[config.mk]
export PLATFORM = sky130hd
export DESIGN_NAME = price_document_tag_parser
export DESIGN_NICKNAME = d
export VERILOG_FILES = /design/src/rtl/prp_pkg.sv /design/src/rtl/prp_front.sv /design/src/rtl/prp_back.sv /design/src/rtl/price_document_tag_parser.sv
export SDC_FILE = /design/constraint.sdc
export NUM_CORES = 2
export LEC_CHECK = 0
export BUFFER_PORTS_ARGS = -buffer_cell sky130_fd_sc_hd__buf_4
export CORE_ASPECT_RATIO = 1.1
export CORE_UTILIZATION = 30
export CTS_CLUSTER_DIAMETER = 40
export DETAILED_ROUTE_END_ITERATION = 8
export SYNTH_ARGS = -nofsm -noshare
export SYNTH_HDL_FRONTEND = slang
export SYNTH_SLANG_ARGS = --single-unit
[constraint.sdc]
create_clock -name clock -period 11.7 [get_ports clock]
set_input_delay 0.585 -clock clock [delete_from_list [all_inputs] [get_ports clock]]
set_output_delay 0.585 -clock clock [all_outputs]
set_load 0.01 [all_outputs]
[src/rtl/prp_pkg.sv]
// -----------------------------------------------------------------------------
// prp_pkg
// Shared types, constants and lookup functions of the price document tag
// parser: tag texts, parse modes, byte classes and decimal scale factors.
// -----------------------------------------------------------------------------
package prp_pkg;

   localparam int POINT_COUNT     = 24;
   localparam int TEXT_LIMIT      = 64;
   localparam int FRACTION_DIGITS = 3;

   localparam int TEXT_W  = $clog2(TEXT_LIMIT);
   localparam int SLOT_W  = (POINT_COUNT > 1) ? $clog2(POINT_COUNT) : 1;
   localparam int FRAC_W  = (FRACTION_DIGITS < 1) ? 1 : $clog2(FRACTION_DIGITS + 1);
   localparam int POW_W   = 20;
   localparam int CMP_W   = 9;
   localparam int TAG_MAX = 25;

   localparam logic [31:0] MAG_CAP = 32'h8000_0000;
   localparam logic [31:0] POS_MAX = 32'h7FFF_FFFF;
   localparam logic [7:0]  NO_SLOT = 8'hFF;

   localparam logic [7:0] CHR_LT    = 8'h3C;
   localparam logic [7:0] CHR_GT    = 8'h3E;
   localparam logic [7:0] CHR_DOT   = 8'h2E;
   localparam logic [7:0] CHR_PLUS  = 8'h2B;
   localparam logic [7:0] CHR_MINUS = 8'h2D;
   localparam logic [7:0] CHR_SPACE = 8'h20;
   localparam logic [7:0] CHR_TAB   = 8'h09;
   localparam logic [7:0] CHR_CR    = 8'h0D;
   localparam logic [7:0] CHR_ZERO  = 8'h30;
   localparam logic [7:0] CHR_NINE  = 8'h39;

   localparam logic [1:0] TAG_CUR  = 2'd0;
   localparam logic [1:0] TAG_UNIT = 2'd1;
   localparam logic [1:0] TAG_POS  = 2'd2;
   localparam logic [1:0] TAG_AMT  = 2'd3;

   localparam logic [8*TAG_MAX-1:0] TXT_CUR  = {"<currency", "_Unit.name>"};
   localparam logic [8*TAG_MAX-1:0] TXT_UNIT = {"<price_Measure", "_Unit.name>"};
   localparam logic [8*TAG_MAX-1:0] TXT_POS  = "<position>";
   localparam logic [8*TAG_MAX-1:0] TXT_AMT  = "<price.amount>";

   typedef enum logic [4:0] {
      MODE_SEEK = 5'b00001,
      MODE_CUR  = 5'b00010,
      MODE_UNIT = 5'b00100,
      MODE_POS  = 5'b01000,
      MODE_AMT  = 5'b10000
   } mode_type;

   typedef struct packed {
      logic       is_read;
      logic [4:0] sel;
      logic [7:0] data;
      logic       is_lt;
      logic       is_gt;
      logic       is_digit;
      logic [3:0] digit;
      logic       is_blank;
      logic       is_sign;
      logic       is_minus;
      logic       is_dot;
   } item_type;

   typedef struct packed {
      logic stop;
      logic point;
      logic neg;
      logic started;
   } nflag_type;

   function automatic logic [TEXT_W:0] tag_len(input logic [1:0] t);
      logic [TEXT_W:0] len;
      unique case (t)
         TAG_CUR:  len = (TEXT_W + 1)'(20);
         TAG_UNIT: len = (TEXT_W + 1)'(25);
         TAG_POS:  len = (TEXT_W + 1)'(10);
         default:  len = (TEXT_W + 1)'(14);
      endcase
      return len;
   endfunction

   function automatic mode_type tag_mode(input logic [1:0] t);
      mode_type m;
      unique case (t)
         TAG_CUR:  m = MODE_CUR;
         TAG_UNIT: m = MODE_UNIT;
         TAG_POS:  m = MODE_POS;
         default:  m = MODE_AMT;
      endcase
      return m;
   endfunction

   function automatic logic [7:0] tag_char(input logic [1:0] t, input logic [TEXT_W-1:0] n);
      logic [8*TAG_MAX-1:0] txt;
      int                   len;
      logic [7:0]           c;
      unique case (t)
         TAG_CUR:  txt = TXT_CUR;
         TAG_UNIT: txt = TXT_UNIT;
         TAG_POS:  txt = TXT_POS;
         default:  txt = TXT_AMT;
      endcase
      len = int'(tag_len(t));
      c   = 8'h00;
      if (int'(n) < len) begin
         c = txt[8*(len - 1 - int'(n)) +: 8];
      end
      return c;
   endfunction

   function automatic logic [POW_W-1:0] pow_ten(input logic [FRAC_W-1:0] k);
      logic [POW_W-1:0] p;
      case (int'(k))
         0:       p = POW_W'(1);
         1:       p = POW_W'(10);
         2:       p = POW_W'(100);
         3:       p = POW_W'(1000);
         4:       p = POW_W'(10000);
         5:       p = POW_W'(100000);
         default: p = POW_W'(1000000);
      endcase
      return p;
   endfunction

endpackage

[src/rtl/prp_front.sv]
// -----------------------------------------------------------------------------
// prp_front
// Accepts requests, classifies document bytes and holds them in a two-entry
// queue for the parse stage.
// -----------------------------------------------------------------------------
module prp_front import prp_pkg::*; (
   input  logic        clock,
   input  logic        reset,
   input  logic        req_tvalid,
   output logic        req_tready,
   input  logic [15:0] req_tdata,
   input  logic        req_tuser,
   output logic        q_valid,
   output item_type    q_item,
   input  logic        q_pop
);

   item_type    entry_ff [2];
   logic        wr_ptr_ff, wr_ptr_in;
   logic        rd_ptr_ff, rd_ptr_in;
   logic [1:0]  count_ff, count_in;
   item_type    cls;
   logic        push;
   logic [7:0]  b;

   assign b = req_tdata[7:0];

   always_comb begin
      cls          = '0;
      cls.is_read  = req_tuser;
      cls.sel      = req_tdata[12:8];
      cls.data     = b;
      cls.is_lt    = (b == CHR_LT);
      cls.is_gt    = (b == CHR_GT);
      cls.is_digit = (b >= CHR_ZERO) && (b <= CHR_NINE);
      cls.digit    = 4'(b - CHR_ZERO);
      cls.is_blank = (b == CHR_SPACE) || ((b >= CHR_TAB) && (b <= CHR_CR));
      cls.is_sign  = (b == CHR_PLUS) || (b == CHR_MINUS);
      cls.is_minus = (b == CHR_MINUS);
      cls.is_dot   = (b == CHR_DOT);
   end

   assign req_tready = (count_ff != 2'd2);
   assign push       = req_tvalid && req_tready;
   assign q_valid    = (count_ff != 2'd0);
   assign q_item     = entry_ff[rd_ptr_ff];

   always_comb begin
      wr_ptr_in = push  ? ~wr_ptr_ff : wr_ptr_ff;
      rd_ptr_in = q_pop ? ~rd_ptr_ff : rd_ptr_ff;
      count_in  = count_ff + 2'(push) - 2'(q_pop);
   end

   always_ff @(posedge clock) begin
      if (reset) begin
         wr_ptr_ff <= 1'b0;
         rd_ptr_ff <= 1'b0;
         count_ff  <= 2'd0;
      end else begin
         wr_ptr_ff <= wr_ptr_in;
         rd_ptr_ff <= rd_ptr_in;
         count_ff  <= count_in;
      end
   end

   always_ff @(posedge clock) begin
      if (push) begin
         entry_ff[wr_ptr_ff] <= cls;
      end
   end

endmodule

[src/rtl/prp_back.sv]
// -----------------------------------------------------------------------------
// prp_back
// Parse stage: tag matching, code capture, number accumulation, the price
// store and the registered response.
// -----------------------------------------------------------------------------
module prp_back import prp_pkg::*; (
   input  logic        clock,
   input  logic        reset,
   input  logic        q_valid,
   input  item_type    q_item,
   output logic        q_pop,
   output logic        rsp_tvalid,
   input  logic        rsp_tready,
   output logic [87:0] rsp_tdata
);

   mode_type          mode_ff, mode_in;
   logic [TEXT_W-1:0] text_ff, text_in;
   logic [3:0]        cand_ff, cand_in;
   logic [23:0]       shift_ff, shift_in;
   logic [31:0]       accum_ff, accum_in;
   nflag_type         flag_ff, flag_in;
   logic [FRAC_W-1:0] frac_ff, frac_in;
   logic [7:0]        slot_ff, slot_in;
   logic [POINT_COUNT-1:0] pvalid_ff, pvalid_in;
   logic [23:0]       cur_ff, cur_in;
   logic [23:0]       unit_ff, unit_in;
   logic              out_valid_ff, out_valid_in;
   logic [31:0]       out_value_ff, out_value_in;
   logic              out_flag_ff, out_flag_in;
   logic [23:0]       out_cur_ff;
   logic [23:0]       out_unit_ff;

   logic [31:0]       store_ff [POINT_COUNT];
   logic              we;
   logic [SLOT_W-1:0] widx;
   logic [31:0]       wdata;

   logic [TEXT_W:0]   count_inc;
   logic [35:0]       acc_x10;
   logic [31:0]       acc_step;
   logic [FRAC_W-1:0] missing;
   logic [31+POW_W:0] scaled;
   logic [31:0]       mag;
   logic [31:0]       amt_val;
   logic              pos_bad;
   logic [31:0]       acc_less;
   logic [23:0]       shift_new;
   logic [SLOT_W-1:0] rd_idx;
   logic              rd_hit;
   logic              slot_ok;

   assign q_pop = q_valid && (!out_valid_ff || rsp_tready);

   always_comb begin
      count_inc = {1'b0, text_ff} + (TEXT_W + 1)'(1);
      acc_x10   = ({4'b0, accum_ff} << 3) + ({4'b0, accum_ff} << 1) + {32'b0, q_item.digit};
      acc_step  = (acc_x10 > {4'b0, MAG_CAP}) ? MAG_CAP : acc_x10[31:0];
      missing   = FRAC_W'(FRACTION_DIGITS) - frac_ff;
      scaled    = {{POW_W{1'b0}}, accum_ff} * {32'b0, pow_ten(missing)};
      mag       = (scaled > {{POW_W{1'b0}}, MAG_CAP}) ? MAG_CAP : scaled[31:0];
      amt_val   = flag_ff.neg ? (32'd0 - mag) : (mag[31] ? POS_MAX : mag);
      acc_less  = accum_ff - 32'd1;
      pos_bad   = flag_ff.neg || (accum_ff == 32'd0) ||
                  (accum_ff > 32'(POINT_COUNT)) || (acc_less >= {24'b0, NO_SLOT});
      shift_new = {shift_ff[15:0], q_item.data};
      slot_ok   = ({1'b0, slot_ff} < CMP_W'(POINT_COUNT));
      rd_idx    = SLOT_W'(q_item.sel);
      rd_hit    = ({4'b0, q_item.sel} < CMP_W'(POINT_COUNT)) && pvalid_ff[rd_idx];
   end

   always_comb begin
      mode_in   = mode_ff;
      text_in   = text_ff;
      cand_in   = cand_ff;
      shift_in  = shift_ff;
      accum_in  = accum_ff;
      flag_in   = flag_ff;
      frac_in   = frac_ff;
      slot_in   = slot_ff;
      pvalid_in = pvalid_ff;
      cur_in    = cur_ff;
      unit_in   = unit_ff;
      we        = 1'b0;
      widx      = slot_ff[SLOT_W-1:0];
      wdata     = amt_val;

      if (q_pop && !q_item.is_read) begin
         unique case (mode_ff) inside
            MODE_SEEK: begin
               if (text_ff == '0) begin
                  if (q_item.is_lt) begin
                     text_in = TEXT_W'(1);
                     cand_in = 4'hF;
                  end
               end else if (q_item.is_gt) begin
                  mode_in = MODE_SEEK;
                  for (int i = 0; i < 4; i++) begin
                     if (cand_ff[i] && (tag_len(2'(i)) == count_inc)) begin
                        mode_in = tag_mode(2'(i));
                     end
                  end
                  cand_in  = 4'h0;
                  shift_in = 24'h0;
                  accum_in = 32'd0;
                  flag_in  = '0;
                  frac_in  = '0;
                  text_in  = '0;
                  if (mode_in == MODE_POS) begin
                     slot_in = NO_SLOT;
                  end
               end else begin
                  for (int i = 0; i < 4; i++) begin
                     if (({1'b0, text_ff} >= tag_len(2'(i))) ||
                         (tag_char(2'(i), text_ff) != q_item.data)) begin
                        cand_in[i] = 1'b0;
                     end
                  end
                  text_in = count_inc[TEXT_W-1:0];
                  if (count_inc >= (TEXT_W + 1)'(TEXT_LIMIT)) begin
                     text_in = '0;
                     cand_in = 4'h0;
                  end
               end
            end
            MODE_CUR, MODE_UNIT: begin
               if (count_inc >= (TEXT_W + 1)'(3)) begin
                  if (mode_ff == MODE_CUR) begin
                     cur_in = shift_new;
                  end else begin
                     unit_in = shift_new;
                  end
                  shift_in = 24'h0;
                  text_in  = '0;
                  mode_in  = MODE_SEEK;
               end else begin
                  shift_in = shift_new;
                  text_in  = count_inc[TEXT_W-1:0];
               end
            end
            MODE_POS, MODE_AMT: begin
               if (q_item.is_lt) begin
                  if (mode_ff == MODE_AMT) begin
                     if (slot_ok) begin
                        we                  = 1'b1;
                        pvalid_in[widx]     = 1'b1;
                     end
                  end else begin
                     slot_in = pos_bad ? NO_SLOT : acc_less[7:0];
                  end
                  accum_in = 32'd0;
                  flag_in  = '0;
                  frac_in  = '0;
                  text_in  = '0;
                  mode_in  = MODE_SEEK;
               end else begin
                  if (!flag_ff.stop) begin
                     if (q_item.is_digit) begin
                        flag_in.started = 1'b1;
                        if (flag_ff.point) begin
                           if (int'(frac_ff) < FRACTION_DIGITS) begin
                              accum_in = acc_step;
                              frac_in  = frac_ff + FRAC_W'(1);
                           end
                        end else begin
                           accum_in = acc_step;
                        end
                     end else if (!flag_ff.started && q_item.is_blank) begin
                        flag_in = flag_ff;
                     end else if (!flag_ff.started && q_item.is_sign) begin
                        flag_in.started = 1'b1;
                        flag_in.neg     = q_item.is_minus;
                     end else if ((mode_ff == MODE_AMT) && q_item.is_dot && !flag_ff.point) begin
                        flag_in.started = 1'b1;
                        flag_in.point   = 1'b1;
                     end else begin
                        flag_in.stop = 1'b1;
                     end
                  end
                  text_in = count_inc[TEXT_W-1:0];
                  if (count_inc >= (TEXT_W + 1)'(TEXT_LIMIT)) begin
                     accum_in = 32'd0;
                     flag_in  = '0;
                     frac_in  = '0;
                     text_in  = '0;
                  end
               end
            end
            default: begin
               mode_in = MODE_SEEK;
            end
         endcase
      end
   end

   always_comb begin
      out_valid_in = out_valid_ff;
      out_value_in = out_value_ff;
      out_flag_in  = out_flag_ff;
      if (q_pop) begin
         out_valid_in = 1'b1;
         out_flag_in  = q_item.is_read && rd_hit;
         out_value_in = (q_item.is_read && rd_hit) ? store_ff[rd_idx] : 32'd0;
      end else if (rsp_tready) begin
         out_valid_in = 1'b0;
      end
   end

   always_ff @(posedge clock) begin
      if (reset) begin
         mode_ff      <= MODE_SEEK;
         text_ff      <= '0;
         cand_ff      <= 4'h0;
         shift_ff     <= 24'h0;
         accum_ff     <= 32'd0;
         flag_ff      <= '0;
         frac_ff      <= '0;
         slot_ff      <= NO_SLOT;
         pvalid_ff    <= '0;
         cur_ff       <= 24'h0;
         unit_ff      <= 24'h0;
         out_valid_ff <= 1'b0;
      end else begin
         mode_ff      <= mode_in;
         text_ff      <= text_in;
         cand_ff      <= cand_in;
         shift_ff     <= shift_in;
         accum_ff     <= accum_in;
         flag_ff      <= flag_in;
         frac_ff      <= frac_in;
         slot_ff      <= slot_in;
         pvalid_ff    <= pvalid_in;
         cur_ff       <= cur_in;
         unit_ff      <= unit_in;
         out_valid_ff <= out_valid_in;
      end
   end

   always_ff @(posedge clock) begin
      out_value_ff <= out_value_in;
      out_flag_ff  <= out_flag_in;
      if (q_pop) begin
         out_cur_ff  <= cur_in;
         out_unit_ff <= unit_in;
      end
      if (we) begin
         store_ff[widx] <= wdata;
      end
   end

   assign rsp_tvalid = out_valid_ff;
   assign rsp_tdata  = {7'b0, out_unit_ff, out_cur_ff, out_flag_ff, out_value_ff};

endmodule

[src/rtl/price_document_tag_parser.sv]
// -----------------------------------------------------------------------------
// price_document_tag_parser
// Markup byte parser that captures currency and unit codes and stores
// position-tagged amounts in thousandths; read requests return a stored price.
// -----------------------------------------------------------------------------
//  channel | direction | tdata (low bit up)                          | tuser
//  req_    | in        | data_byte[7:0], point_sel[12:8]              | req_type
//  rsp_    | out       | point_value, point_valid, currency, unit    | -
//
//  One request per cycle sustained while rsp_tready is high; every request gives one response.
//  Requests pass through the queue, then the parse stage into the output register.
//  A two-entry queue lets requests in while a response is held back.
//  Synchronous active-high reset; the price store itself is not cleared.
// -----------------------------------------------------------------------------
module price_document_tag_parser import prp_pkg::*; (
   input  logic        clock,
   input  logic        reset,
   input  logic        req_tvalid,
   output logic        req_tready,
   input  logic [15:0] req_tdata,   // data_byte[7:0], point_sel[12:8]
   input  logic        req_tuser,   // req_type
   output logic        rsp_tvalid,
   input  logic        rsp_tready,
   output logic [87:0] rsp_tdata    // point_value[31:0], point_valid[32],
                                    // currency_code[56:33], unit_code[80:57]
);

   logic     q_valid;
   logic     q_pop;
   item_type q_item;

   prp_front u_front (
      .clock      (clock),
      .reset      (reset),
      .req_tvalid (req_tvalid),
      .req_tready (req_tready),
      .req_tdata  (req_tdata),
      .req_tuser  (req_tuser),
      .q_valid    (q_valid),
      .q_item     (q_item),
      .q_pop      (q_pop)
   );

   prp_back u_back (
      .clock      (clock),
      .reset      (reset),
      .q_valid    (q_valid),
      .q_item     (q_item),
      .q_pop      (q_pop),
      .rsp_tvalid (rsp_tvalid),
      .rsp_tready (rsp_tready),
      .rsp_tdata  (rsp_tdata)
   );

endmodule

==> out/qor.yml <==
setup_path:
  crit_family: "adder cells"
  cp.required_ns: 12.21
  end_kind: "flip-flop"
  max_stage_delay_ns: 0.58
  crit_buf_inv: 6
  path_max_fanout: 32
  cp_slowest_cell: "ha_1"
  crit_type: "reg2reg"
  crit_arrival_ns: 11.27
  cp-start-kind: "flip-flop"
final_layout:
  fillers: 18300
  final_nets: 5068
  mostFrequentLayoutCells: "edfxtp_1, nand2_1, inv_1"
  final_layout_size_suffix_gt1_share_pct: 15.3
  syn2layout_area_growth_pct: 13.7
  final_common_cell: "edfxtp_1"
  stdcell_area_um2: 64900
  fin_util_pct: 34.4
global_routing:
  overflow: 0
  grt_pass1_vias: 36800
  grt_max_degree: 144
  antenna_found_initial: 2
  grt_pass1_wl_um: 216000
  grtUsageTotal_pct: 14.4
synth:
  synthesis.area_um2: 57100
  synthArstFlopShare_pct: 0
  synth_ff_type: "edfxtp_1"
  ys_ff_latch: 1046
  yosys_warnings: 0
  synth_cell_type_count: 106
  synth_edf_count: 891
  ys_seq_area_share_pct: 52.3
  syn_avg_cell_area_um2: 12.8
  netlist_instances: 4466
routing:
  vias: 35900
  drt_first_pass_iters: 5
  vias_per_cell: 5.01
  drt_iter0_drc: 2446
  antenna_left: 0
  drcViolationCount: 0
  wl_um: 140000
  wl_per_cell_um: 19.5
power:
  p_leak_uw: 0.0268
  p_total_uw: 9220
  p_int_uw: 6810
  power.switching_uw: 2410
  combPwrFrac_pct: 14.8
  p_sw_share_pct: 26.2
  ir_drop_mv: 0.159
  power.share.clock_pct: 39.0
  p_per_area_nw_per_um2: 142
  seq_power_share_pct: 46.1
floorplanning:
  pin_count: 111
  die-area_um2: 192000
  fp.coreArea_um2: 189000
  die_y_um: 459
  die_w_um: 418
  start_util_pct: 30.2
  core.rowCount: 167
place:
  post-place-ws_ns: 1.08
  place_hpwl_um: 86900
  place_area_um2: 61100
  port_buffers: 100
  gp_congestion: 0.852
cts:
  clk_latency_ns: 0.74
  htreeDepth: 3
  cts_buffers: 107
  cts_root_buffer: "clkbuf_16"
  cts_sinks: 1046
  cts_hold_buf: 4
  clkSlewWorstSetupHoldPaths_ns: 0.06
  cts_tree: "yes"
  cts.path.max_buffers: 3
  cts_setup_buffers: 0
  cts_resized: 0
outcome:
  status: "complete, no violations"
timing:
  finalCriticalPeriod_ns: 10.76
  drv_slew: 0
  fin_crit_sh_pct: 92.0
  skew_ns: 0.0354
  setup_ws_ns: 0.937
  finalHoldViolations: 0
  fmax_mhz: 92.9
  tightest_slew_ns: 1.17
  rsz0062_at_grt: "false"
  tns_ns: 0
  max_slew_margin_pct: 22.0
  setup_viol: 0
min_path:
  hold_path_class: "in2reg"
run:
  drv_cap: 0
registers in the layout, indices dropped and copies added (netlist names), named ones only:
name	flops
u_back.accum_ff	32
u_back.cand_ff	4
u_back.cur_ff	24
u_back.flag_ff	4
u_back.frac_ff	2
u_back.mode_ff	5
u_back.out_cur_ff	24
u_back.out_flag_ff	1
u_back.out_unit_ff	24
u_back.out_value_ff	32
u_back.pvalid_ff	24
u_back.rsp_tvalid	1
u_back.shift_ff	16
u_back.slot_ff	8
u_back.store_ff	768
u_back.text_ff	6
u_back.unit_ff	24
u_front.count_ff	2
u_front.entry_ff	42
u_front.rd_ptr_ff	1
u_front.wr_ptr_ff	1
synthesized netlist by cell type, drive strengths merged, types with 139 or more instances:
library cell  number  area [um2]
edfxtp           891       26800
a21oi            140         712
fa               202        4040
ha               302        3780
dfxtp            155        3100
o21ai            139         703
and2             148         926
inv              385        1450
mux4             198        4460
nand2            399        1500
clkbuf           184         691
nor2             282        1060
power groups by stage:
stage          clock [uW]  sequential, uW  combinational [uW]
6_report             3600            4250                1370
5_1_grt              3790            4260                1470
4_1_cts              3670            4260                1390
3_5_place_dp            0            4340                1390
3_3_place_gp            0            4330                1390
2_1_floorplan           0            4390                 794
kinds of logic after synthesis:
family	Yosys count	synth area share, %
muxes	280	9.35
xor gates and xnor gates	95	1.47
DFF	1046	52.3
adders and majority gates	505	13.7
other	1	0.00657
buffers and inverters	625	4.26
and+or+nand+nor	1219	10.4
AOI/OAI and AO/OA	695	8.44
layer usage:
metal | wire [um] | global-route usage [%] | vias up
li1 | - | - | 16600
met3 | 5820 | 1.80 | 189
met1 | 59400 | 17.9 | 18400
met2 | 71200 | 26.0 | 824
met5 | 13 | 0 | -
met4 | 3270 | 4.03 | 2
area by class of cell:
class	count	area (um2)	area share, %
Timing Repair Buffer	199	1530	2.36
Inverter	388	1460	2.24
Clock buffer	125	2840	4.37
Multi-Input combinational cell	2801	25100	38.7
Sequential cell	1046	29900	46.0
Antenna cell	3	7.51	0.0116
Clock inverter	77	937	1.44
Tap cell	2535	3170	4.89
final timing paths:
path / slack [ns] / depth (start not counted) / endpoint / start
hold reg to reg: 0.47 / 2 / u_back.pvalid_ff[16] / u_back.pvalid_ff[16]
setup reg to reg: 0.94 / 33 / u_back.store_ff[4][26] / u_back.frac_ff[1]
hold / removal: 0.06 / 1 / u_front.entry_ff[1][21] / req_tdata[10]
setup / recovery: 0.94 / 33 / u_back.store_ff[4][26] / u_back.frac_ff[1]
per-stage QoR:
step                      hold slack (ns)  std cells
after floorplan                     0.435       4472
after global placement              0.444       6965
after detailed placement            0.455       6965
after CTS                         0.00174       7171
after global routing               0.0201       7172
final                              0.0633       7174
Power figures use the tool's default switching activity.
